File: config.mk
export PLATFORM = sky130hd
export DESIGN_NAME = ring_queue_mean_tracker
export DESIGN_NICKNAME = d
export VERILOG_FILES = /design/src/sv/rqmt_pkg.sv /design/src/sv/rqmt_div.sv /design/src/sv/ring_queue_mean_tracker.sv
export SDC_FILE = /design/constraint.sdc
export NUM_CORES = 1
export LEC_CHECK = 0
export ABC_AREA = 1
export BUFFER_PORTS_ARGS = -buffer_cell sky130_fd_sc_hd__buf_2
export CORE_ASPECT_RATIO = 1.25
export CORE_MARGIN = 1.5
export CORE_UTILIZATION = 45
export CTS_BUF_LIST = sky130_fd_sc_hd__clkbuf_8
export DETAILED_ROUTE_END_ITERATION = 7
export GPL_TIMING_DRIVEN = 0
export HOLD_SLACK_MARGIN = 0.1
export PLACE_DENSITY = 0.63
export REMOVE_ABC_BUFFERS = 1
export SLEW_MARGIN = 20
export SYNTH_ARGS = -nofsm -noshare
export SYNTH_HDL_FRONTEND = slang
export SYNTH_SLANG_ARGS = --single-unit
File: constraint.sdc
create_clock -name clock -period 3.9 [get_ports clock]
set_clock_uncertainty 0.15 [all_clocks]
set_input_delay 0.975 -clock clock [delete_from_list [all_inputs] [get_ports clock]]
set_output_delay 0.975 -clock clock [all_outputs]
set_load 0.05 [all_outputs]
File: src/sv/rqmt_pkg.sv
`default_nettype none
package rqmt_pkg;

   localparam int SLOTS      = 6;
   localparam int VALUE_BITS = 12;

   // Fixed widths of the result fields.
   localparam int MEAN_BITS = 12;
   localparam int OCC_BITS  = 3;

   localparam int PTR_BITS     = $clog2(SLOTS);
   localparam int CNT_BITS     = $clog2(SLOTS);
   localparam int SUM_BITS     = VALUE_BITS + $clog2(SLOTS);
   localparam int DIV_CNT_BITS = $clog2(SUM_BITS + 1);

   typedef enum logic {
      KIND_INSERT = 1'b0,
      KIND_REMOVE = 1'b1
   } kind_type;

   typedef struct packed {
      kind_type                kind;
      logic [VALUE_BITS-1:0]   value;
   } req_type;

   typedef struct packed {
      logic [MEAN_BITS-1:0]    mean;
      logic [MEAN_BITS-1:0]    popped;
      logic                    popped_valid;
      logic [OCC_BITS-1:0]     occupancy;
   } rsp_type;

   typedef struct packed {
      logic                    start;
      logic [SUM_BITS-1:0]     dividend;
      logic [CNT_BITS-1:0]     divisor;
   } div_req_type;

   typedef struct packed {
      logic                    done;
      logic [SUM_BITS-1:0]     quotient;
   } div_rsp_type;

endpackage
`default_nettype wire

File: src/sv/rqmt_div.sv
`default_nettype none
module rqmt_div (
   input  wire logic                  clock,
   input  wire logic                  reset,
   input  wire rqmt_pkg::div_req_type div_req,
   output rqmt_pkg::div_rsp_type      div_rsp
);

   logic                                   busy_ff, busy_in;
   logic                                   done_ff, done_in;
   logic [rqmt_pkg::DIV_CNT_BITS-1:0]      count_ff, count_in;
   logic [rqmt_pkg::CNT_BITS-1:0]          rem_ff, rem_in;
   logic [rqmt_pkg::SUM_BITS-1:0]          quo_ff, quo_in;
   logic [rqmt_pkg::CNT_BITS-1:0]          div_ff, div_in;
   logic [rqmt_pkg::CNT_BITS:0]            rem_shift;
   logic [rqmt_pkg::CNT_BITS:0]            diff;
   logic                                   fits;

   // One restoring step per cycle: shift in the next dividend bit, subtract if it fits.
   always_comb begin
      rem_shift = {rem_ff, quo_ff[rqmt_pkg::SUM_BITS-1]};
      diff      = rem_shift - {1'b0, div_ff};
      fits      = (rem_shift >= {1'b0, div_ff});
      busy_in   = busy_ff;
      done_in   = 1'b0;
      count_in  = count_ff;
      rem_in    = rem_ff;
      quo_in    = quo_ff;
      div_in    = div_ff;
      if (div_req.start) begin
         busy_in  = 1'b1;
         count_in = rqmt_pkg::DIV_CNT_BITS'(rqmt_pkg::SUM_BITS);
         rem_in   = '0;
         quo_in   = div_req.dividend;
         div_in   = div_req.divisor;
      end else if (busy_ff) begin
         rem_in   = fits ? diff[rqmt_pkg::CNT_BITS-1:0] : rem_shift[rqmt_pkg::CNT_BITS-1:0];
         quo_in   = {quo_ff[rqmt_pkg::SUM_BITS-2:0], fits};
         count_in = count_ff - 1'b1;
         if (count_ff == rqmt_pkg::DIV_CNT_BITS'(1)) begin
            busy_in = 1'b0;
            done_in = 1'b1;
         end
      end
   end

   always_ff @(posedge clock) begin
      if (reset) begin
         busy_ff  <= 1'b0;
         done_ff  <= 1'b0;
         count_ff <= '0;
      end else begin
         busy_ff  <= busy_in;
         done_ff  <= done_in;
         count_ff <= count_in;
      end
      rem_ff <= rem_in;
      quo_ff <= quo_in;
      div_ff <= div_in;
   end

   assign div_rsp.done     = done_ff;
   assign div_rsp.quotient = quo_ff;

endmodule
`default_nettype wire

File: src/sv/ring_queue_mean_tracker.sv
`default_nettype none
// Ring queue that keeps up to SLOTS-1 values, drops the oldest when an insert finds it
// full, and answers every request with one response. An insert answers with the truncated
// mean of the stored values and passes from acceptance to the response register through
// the slot read and the queue update, the radix-2 divider (one quotient bit per cycle
// over the 15-bit running sum), the hand-back of the quotient and the load of the
// response. A remove skips the divider. One request is in work at a time; the next is
// taken in the cycle after the previous one has reached the response register, even
// while that response is still stalled.
module ring_queue_mean_tracker (
   input  wire logic              clock,
   input  wire logic              reset,
   input  wire logic              req_valid,
   output logic                   req_stall,
   input  wire rqmt_pkg::req_type req_data,
   output logic                   rsp_valid,
   input  wire logic              rsp_stall,
   output rqmt_pkg::rsp_type      rsp_data
);

   typedef enum logic [3:0] {
      ST_IDLE = 4'b0001,
      ST_READ = 4'b0010,
      ST_DIV  = 4'b0100,
      ST_DONE = 4'b1000
   } state_type;

   localparam logic [rqmt_pkg::PTR_BITS-1:0] LAST_PTR = rqmt_pkg::PTR_BITS'(rqmt_pkg::SLOTS - 1);
   localparam logic [rqmt_pkg::CNT_BITS-1:0] FULL_CNT = rqmt_pkg::CNT_BITS'(rqmt_pkg::SLOTS - 1);

   state_type                        state_ff, state_in;
   logic [rqmt_pkg::PTR_BITS-1:0]    head_ff, head_in;
   logic [rqmt_pkg::PTR_BITS-1:0]    tail_ff, tail_in;
   logic [rqmt_pkg::CNT_BITS-1:0]    cnt_ff, cnt_in;
   logic [rqmt_pkg::SUM_BITS-1:0]    sum_ff, sum_in;
   rqmt_pkg::req_type                item_ff, item_in;
   rqmt_pkg::rsp_type                res_ff, res_in;
   logic                             rsp_valid_ff, rsp_valid_in;
   rqmt_pkg::rsp_type                rsp_ff, rsp_in;
   logic [rqmt_pkg::VALUE_BITS-1:0]  slot_store [rqmt_pkg::SLOTS];
   logic [rqmt_pkg::VALUE_BITS-1:0]  rd_ff;
   logic                             wr_en;
   logic                             full;
   logic                             accept;
   rqmt_pkg::div_req_type            div_req;
   rqmt_pkg::div_rsp_type            div_rsp;

   function automatic logic [rqmt_pkg::PTR_BITS-1:0] step_ptr(
      input logic [rqmt_pkg::PTR_BITS-1:0] p
   );
      return (p == LAST_PTR) ? '0 : p + 1'b1;
   endfunction

   rqmt_div u_div (
      .clock   (clock),
      .reset   (reset),
      .div_req (div_req),
      .div_rsp (div_rsp)
   );

   assign req_stall = (state_ff != ST_IDLE);
   assign accept    = req_valid && !req_stall;
   assign full      = (cnt_ff == FULL_CNT);

   always_comb begin
      state_in         = state_ff;
      head_in          = head_ff;
      tail_in          = tail_ff;
      cnt_in           = cnt_ff;
      sum_in           = sum_ff;
      item_in          = item_ff;
      res_in           = res_ff;
      rsp_valid_in     = rsp_valid_ff;
      rsp_in           = rsp_ff;
      wr_en            = 1'b0;
      div_req.start    = 1'b0;
      div_req.dividend = '0;
      div_req.divisor  = '0;

      if (rsp_valid_ff && !rsp_stall) begin
         rsp_valid_in = 1'b0;
      end

      unique case (state_ff)
         ST_IDLE: begin
            if (accept) begin
               item_in  = req_data;
               state_in = ST_READ;
            end
         end
         ST_READ: begin
            // The oldest slot has been read into rd_ff by now.
            res_in = '0;
            if (item_ff.kind == rqmt_pkg::KIND_INSERT) begin
               wr_en   = 1'b1;
               tail_in = step_ptr(tail_ff);
               if (full) begin
                  head_in = step_ptr(head_ff);
                  sum_in  = sum_ff - rqmt_pkg::SUM_BITS'(rd_ff)
                            + rqmt_pkg::SUM_BITS'(item_ff.value);
               end else begin
                  cnt_in = cnt_ff + 1'b1;
                  sum_in = sum_ff + rqmt_pkg::SUM_BITS'(item_ff.value);
               end
               div_req.start    = 1'b1;
               div_req.dividend = sum_in;
               div_req.divisor  = cnt_in;
               res_in.occupancy = rqmt_pkg::OCC_BITS'(cnt_in);
               state_in         = ST_DIV;
            end else begin
               if (cnt_ff != '0) begin
                  head_in             = step_ptr(head_ff);
                  cnt_in              = cnt_ff - 1'b1;
                  sum_in              = sum_ff - rqmt_pkg::SUM_BITS'(rd_ff);
                  res_in.popped       = rqmt_pkg::MEAN_BITS'(rd_ff);
                  res_in.popped_valid = 1'b1;
               end
               res_in.occupancy = rqmt_pkg::OCC_BITS'(cnt_in);
               state_in         = ST_DONE;
            end
         end
         ST_DIV: begin
            if (div_rsp.done) begin
               res_in.mean = rqmt_pkg::MEAN_BITS'(div_rsp.quotient);
               state_in    = ST_DONE;
            end
         end
         ST_DONE: begin
            if (!rsp_valid_ff || !rsp_stall) begin
               rsp_in       = res_ff;
               rsp_valid_in = 1'b1;
               state_in     = ST_IDLE;
            end
         end
         default: begin
            state_in = ST_IDLE;
         end
      endcase
   end

   always_ff @(posedge clock) begin
      if (reset) begin
         state_ff     <= ST_IDLE;
         head_ff      <= '0;
         tail_ff      <= '0;
         cnt_ff       <= '0;
         sum_ff       <= '0;
         rsp_valid_ff <= 1'b0;
      end else begin
         state_ff     <= state_in;
         head_ff      <= head_in;
         tail_ff      <= tail_in;
         cnt_ff       <= cnt_in;
         sum_ff       <= sum_in;
         rsp_valid_ff <= rsp_valid_in;
      end
      item_ff <= item_in;
      res_ff  <= res_in;
      rsp_ff  <= rsp_in;
   end

   always_ff @(posedge clock) begin
      if (wr_en) begin
         slot_store[tail_ff] <= item_ff.value;
      end
      rd_ff <= slot_store[head_ff];
   end

   assign rsp_valid = rsp_valid_ff;
   assign rsp_data  = rsp_ff;

   a_cnt_range: assert property (@(posedge clock) disable iff (reset)
      cnt_ff <= FULL_CNT)
      else $error("queue count beyond capacity");

   a_empty_ptrs: assert property (@(posedge clock) disable iff (reset)
      (cnt_ff == '0) == (head_ff == tail_ff))
      else $error("pointers disagree with queue count");

   a_accept_read: assert property (@(posedge clock) disable iff (reset)
      accept |=> state_ff == ST_READ)
      else $error("accepted request did not go to slot read");

   a_div_done_state: assert property (@(posedge clock) disable iff (reset)
      div_rsp.done |-> state_ff == ST_DIV)
      else $error("divider finished outside of the divide state");

   a_pop_no_mean: assert property (@(posedge clock) disable iff (reset)
      (rsp_valid && rsp_data.popped_valid) |-> rsp_data.mean == '0)
      else $error("remove response carries a mean");

endmodule
`default_nettype wire
After elaboration in Yosys (flattened, before gate mapping). Memories as Yosys holds them, arrays and structs flattened. A register that Yosys moved wholly into a read port is not among the register bits. Index checks and enable logic that the tools add are counted.

Input bits: 17. Output and inout bits: 30. Memory bits (writable): 72. Word-level logic and storage cells: 106. Memories kept: 1. Bits in registers: 125.

Bitwise operators: 3. Muxes and demuxes: 37. $add $sub $neg: 9. Equal/unequal tests: 13. Reductions and logical operators: 20. Magnitude comparators: 1.

Memories: slot_store (words 6, bits a word 12, rd ports 1, clocked after memory_dff 1, wr ports 1, RTL line ring_queue_mean_tracker.sv:40) `logic [rqmt_pkg::VALUE_BITS-1:0] slot_store [rqmt_pkg::SLOTS];`.

Operators with widths (count): $mux 15 (5); $mux 19 (2); $add 15x12->15 (2); $mux 3 (9); $mux 4 (6); $pmux 12 s2 (1); $pmux 4 s4 (1); $sub 15x12->15 (1); $mux 1 (12); $mux 12 (1); $reduce_and 2->1 (6); $add 3x1->3 const B (3); $eq 3x3->1 const B (3); $eq 4x1->1 const B (2); $reduce_and 3->1 (2); $reduce_bool 2->1 (3); $eq 4x2->1 const B (1); $eq 4x3->1 const B (1); $eq 4x4->1 const B (1); $ge 4x3->1 (1); $ne 2x1->1 const B (2); $ne 2x2->1 const B (2); $ne 4x1->1 const B (1); $sub 4x1->4 const B (1); 9 further kinds (14).

Depth between registers and ports, before layout.
Depth in word-level cells: 6. Depth in mapped cells: 21. Gate-level depth less buffers: 21.

Hierarchy. From an unflattened synthesis, not the netlist that was laid out.

Cell total of the unflattened synthesis: 981. Area total of the unflattened synthesis: 9609.2 um^2.

By module, submodules not included: ring_queue_mean_tracker (area each 8333.0 um^2, instances 1, sequential area each 5054.8 um^2, cells an instance 841); rqmt_div (area each 1276.2 um^2, instances 1, sequential area each 720.7 um^2, cells an instance 140).

Worst setup path before layout. No wires, ideal clock.

Path kind: register -> register. Start: register state_ff[2]. End: memory slot_store[0][0] in the netlist's numbering, enable pin. Library setup time: 0.412 ns. Arrival time: 2.818 ns. Cell stages (with the launch flop): 9. Setup slack: 0.520 ns. Clock period less this slack: 3.380 ns. Data required time: 3.338 ns. Path buffers: 1. Path through: dfxtp_1 > nor2_1 > inv_2 > nor3_4 > inv_2 > nor2_8 > inv_2 > buf_2 > nor4_1.

Cells in the longest elaborated chain, start to end: 4.

Ends and longest elaborated chain: from (decl) (RTL line ring_queue_mean_tracker.sv:31) `state_type state_ff, state_in;`; from (signal assigned) (RTL line ring_queue_mean_tracker.sv:150) `state_ff <= state_in;`; $eq 4x2->1 (RTL line ring_queue_mean_tracker.sv:84) `unique case (state_ff)`; $mux 1 (RTL line ring_queue_mean_tracker.sv:84); $mux 1 (RTL line ring_queue_mean_tracker.sv:163) `if (wr_en) begin`; $mux 1 (implied by the code) (RTL line ring_queue_mean_tracker.sv:164) `slot_store[tail_ff] <= item_ff.value;`; to (decl) (RTL line ring_queue_mean_tracker.sv:40).

Every way passes these cells.

Final worst setup path.
Start: register sum_ff[0] in the netlist's numbering. End: register u_div.quo_ff[14] in the netlist's numbering (data pin).

Cells in the longest elaborated chain, start to end: 6. Elaborated cells between the ends (all ways): 7. Those cells by class: add/sub (3); mux (4).

Ends and longest elaborated chain: from (decl) (RTL line ring_queue_mean_tracker.sv:35) `logic [rqmt_pkg::SUM_BITS-1:0] sum_ff, sum_in;`; from (signal assigned) (RTL line ring_queue_mean_tracker.sv:154) `sum_ff <= sum_in;`; $sub 15x12->15 (RTL line ring_queue_mean_tracker.sv:99) `sum_in = sum_ff - rqmt_pkg::SUM_BITS'(rd_ff)`; $add 15x12->15 (RTL line ring_queue_mean_tracker.sv:100) `+ rqmt_pkg::SUM_BITS'(item_ff.value);`; $mux 15 * (RTL line ring_queue_mean_tracker.sv:97) `if (full) begin`; $mux 19 * (RTL line ring_queue_mean_tracker.sv:94) `if (item_ff.kind == rqmt_pkg::KIND_INSERT) begin`; $mux 19 * (RTL line ring_queue_mean_tracker.sv:84); $mux 15 * (RTL line rqmt_div.sv:30) `if (div_req.start) begin`; via u_div.quo_in (one bit) (RTL line rqmt_div.sv:13) `logic [rqmt_pkg::SUM_BITS-1:0] quo_ff, quo_in;`; to (signal assigned) (RTL line rqmt_div.sv:58) `quo_ff <= quo_in;`; to (decl) (RTL line rqmt_div.sv:13).

Mark *: on every way through the listed nets, which the timed path passes. The rest lies on a longest branch. A chain may end at the register's enable or synchronous reset.

==> metrics.cfg <==
[logic_synthesis]
synth_top_family_by_area = simple AND/OR/NAND/NOR gates
synth_area_per_cell_sq_um = 10.20
synth-seq-cells = 209
synth_xor_area_share_pct = 1.297
synth_fa_ha_area_share_pct = 5.266
ys_warn_count = 0
synth-simple-area-share_pct = 16.41
synthMuxAreaShare_pct = 0
syn-instance-count = 927
ys_seq_area_share_pct = 61.07
synth-compound-area-share_pct = 9.870
synth.distinct_cells = 46
synth.cell_area_sq_mm = 0.009457

[global_routing]
first_global_vias = 6174
grt_max_degree = 37
antenna_found_initial = 0
grt_pass1_wl_um = 30950
overflow = 0
grt_usage_pct = 18.10

[layout]
nFillCells = 1835
finalNetCount = 1050
area_growth_pct = 13.48
fin_area_sq_mm = 0.01073
drive_gt1_share_pct = 14.58
antenna_cells = 0
mostFrequentLayoutCells = 173 x nand2_1, 159 x edfxtp_1, 121 x inv_1
final_cells = 1296
final_common_cell = nand2_1

[die]
die_x_um = 132.7
num_io_pins = 47
start_util_pct = 45.59
fp-row-count = 59
die_area_sq_mm = 0.02190
dieHeight_um = 165.1
core_sq_mm = 0.02074

[routing]
drtIter0Drc = 425
drc = 0
antenna_left = 0
avgRoutedWirePerCell_um = 15.00
routed_wl_um = 19440
via_per_inst = 5.071
drtPass1Iterations = 5
vias = 6572

[timing]
post-route-min-period_ns = 3.665
slew_violations = 0
worst_slack_ns = 0.2354
hold_ws_ns = 0.2674
tightest_slew_ns = 1.064
fin_crit_sh_pct = 93.96
rsz0062_at_grt = no
finalHoldViolations = 0
setup_viol = 0
relSlewSlack_pct = 28.63
fmax_mhz = 272.9

[worst_setup_path]
arrival_ns = 3.76
crit_path_end_kind = register
critical_path_class = register to register
start_kind = register
critPathLaunch = sum_ff[0]
worstPathRequired_ns = 4.00
crit_fanout = 3
r2r-end = u_div.quo_ff[14]
worstRegToRegCells = 20
r2r_slack_ns = 0.24
crit_end = u_div.quo_ff[14]
reg2reg_from = sum_ff[0]

[cts]
clock-sinks = 209
clockBufferDepth = 3
clk_latency_ns = 0.52
cts_tree = done
htreeDepth = 2
postCtsHoldBufs = 0
ctsRootBufferMaster = clkbuf_8
cts_buffers = 35
clk_pin_slew_ns = 0.06

[hold_path]
hold_class = register to register

[flow_run]
cap_violations = 0

[placed_design]
port_buffers = 46
hpwlAfterDp_um = 13510
pre_cts_slack_ns = -0.1361
dp.cells = 1223
placed_cell_area_sq_mm = 0.009997
place.gp.congestion = 0.9038

[power]
vdd_drop_max_v = 0.0002630
p_leak_nw = 4.375
powerDensity_mw_per_mm2 = 442.6

[status]
outcome = finished, final reports clean

==> power by group <==
part	switching, mW	internal, mW
Combinational	0.310	0.145
Sequential	0.0655	2.49
Clock	0.851	0.888
==> sequential cells by signal (all words and copies together), names as in the netlist <==
name            cells
slot_store         72
res_ff             28
rsp_data           28
sum_ff             15
u_div.quo_ff       15
item_ff            13
rd_ff              12
state_ff            4
u_div.count_ff      4
cnt_ff              3
head_ff             3
tail_ff             3
u_div.div_ff        3
u_div.rem_ff        3
rsp_valid           1
u_div.busy_ff       1
u_div.done_ff       1
==> worst min-delay path by stage <==
stage                               to       start  depth (start not counted)  slack, ns
after floorplan            rsp_data[0]   res_ff[0]                          0       0.25
after global placement     rsp_data[1]   res_ff[1]                          0       0.25
after detailed placement   rsp_data[2]   res_ff[2]                          0       0.25
after CTS                  rsp_data[2]   res_ff[2]                          0       0.27
after global routing       rsp_data[9]   res_ff[9]                          0       0.28
final                     rsp_data[18]  res_ff[18]                          0       0.27
==> worst max-delay path, stage by stage, from the launching register on <==
cell and delay [ns]:
dfxtp_1 0.35, inv_1 0.06, ha_1 0.22, fa_1 0.42
inv_1 0.09, nand3_1 0.08, nand3_2 0.12, a31oi_1 0.11
xor2_1 0.25, o21ai_2 0.11, ha_1 0.33, nand2_1 0.07
nor2_1 0.14, nand3_1 0.11, nand3_2 0.13, nand3_1 0.10
nand2_1 0.14, nand3_2 0.09, nand2_1 0.08, a21oi_1 0.07
a21o_1 0.20
==> stage by stage <==
| stage | total power, mW | setup TNS (ns) | util [%] |
|---|---|---|---|
| 2_1_floorplan | 2.899 | 0 | - |
| 3_3_place_gp | 3.032 | -31.48 | 47.71 |
| 3_5_place_dp | 3.047 | -0.4745 | 48.19 |
| 4_1_cts | 4.799 | 0 | 51.25 |
| 5_1_grt | 4.965 | 0 | 51.73 |
| 6_report | 4.749 | 0 | 51.73 |
==> cells by family (layout without fill, tap and decap cells) <==
logic type | Yosys count | count (layout)
xor+xnor | 14 | 14
buf+inv | 148 | 243
simple gates | 360 | 360
fa+ha+maj | 38 | 38
compound gates | 158 | 158
flops | 209 | 209
==> timing repair <==
item,CTS,global route
setup endpoints to repair,7,35
pin swaps,0,4
gates resized for setup,1,8
setup buffers,0,9
==> per-layer routing <==
layer,vias to the layer above,routed length (um),share of wire [%],GRT usage (%)
li1,3308,-,-,-
met1,3028,8206,42,21.74
met2,187,9308,48,31.44
met3,49,1117,5.7,3.541
met4,0,807,4.2,8.791
met5,-,0,0,0
==> layout make-up <==
class	instances	area, sq um	area share [%]
multi-input cells	570	3179	29.63
clock inverters	27	122.6	1.143
flip-flops and latches	209	5776	53.82
clock buffers	37	509.2	4.745
inverters	118	446.7	4.162
repair buffers	61	355.3	3.311
well taps	274	342.8	3.195
==> synthesized netlist by cell type, drive strengths merged <==
library cell	count	area share (%)
ha	35	4.6
inv	116	4.6
nor2	99	4.2
nand4	5	0.40
a21boi	1	0.12
nor4	3	0.20
clkbuf	17	0.67
xnor2	5	0.46
dfxtp	50	11
edfxtp	159	50
a21oi	44	2.4
a31oi	10	0.66
nand3	58	3.2
o21ai	62	3.3
clkinv	2	0.079
o221ai	1	0.093
xor2	9	0.83
buf	13	0.73
fa	3	0.64
o211ai	8	0.64
and2	1	0.066
o311ai	12	1.1
or2	7	0.46
a21o	5	0.40
nand2	178	7.2
a311oi	2	0.25
o21bai	1	0.079
nor3	9	0.65
o31ai	2	0.16
a211oi	1	0.079
o22ai	9	0.60
Note: power is estimated with default switching activity, not from simulation.
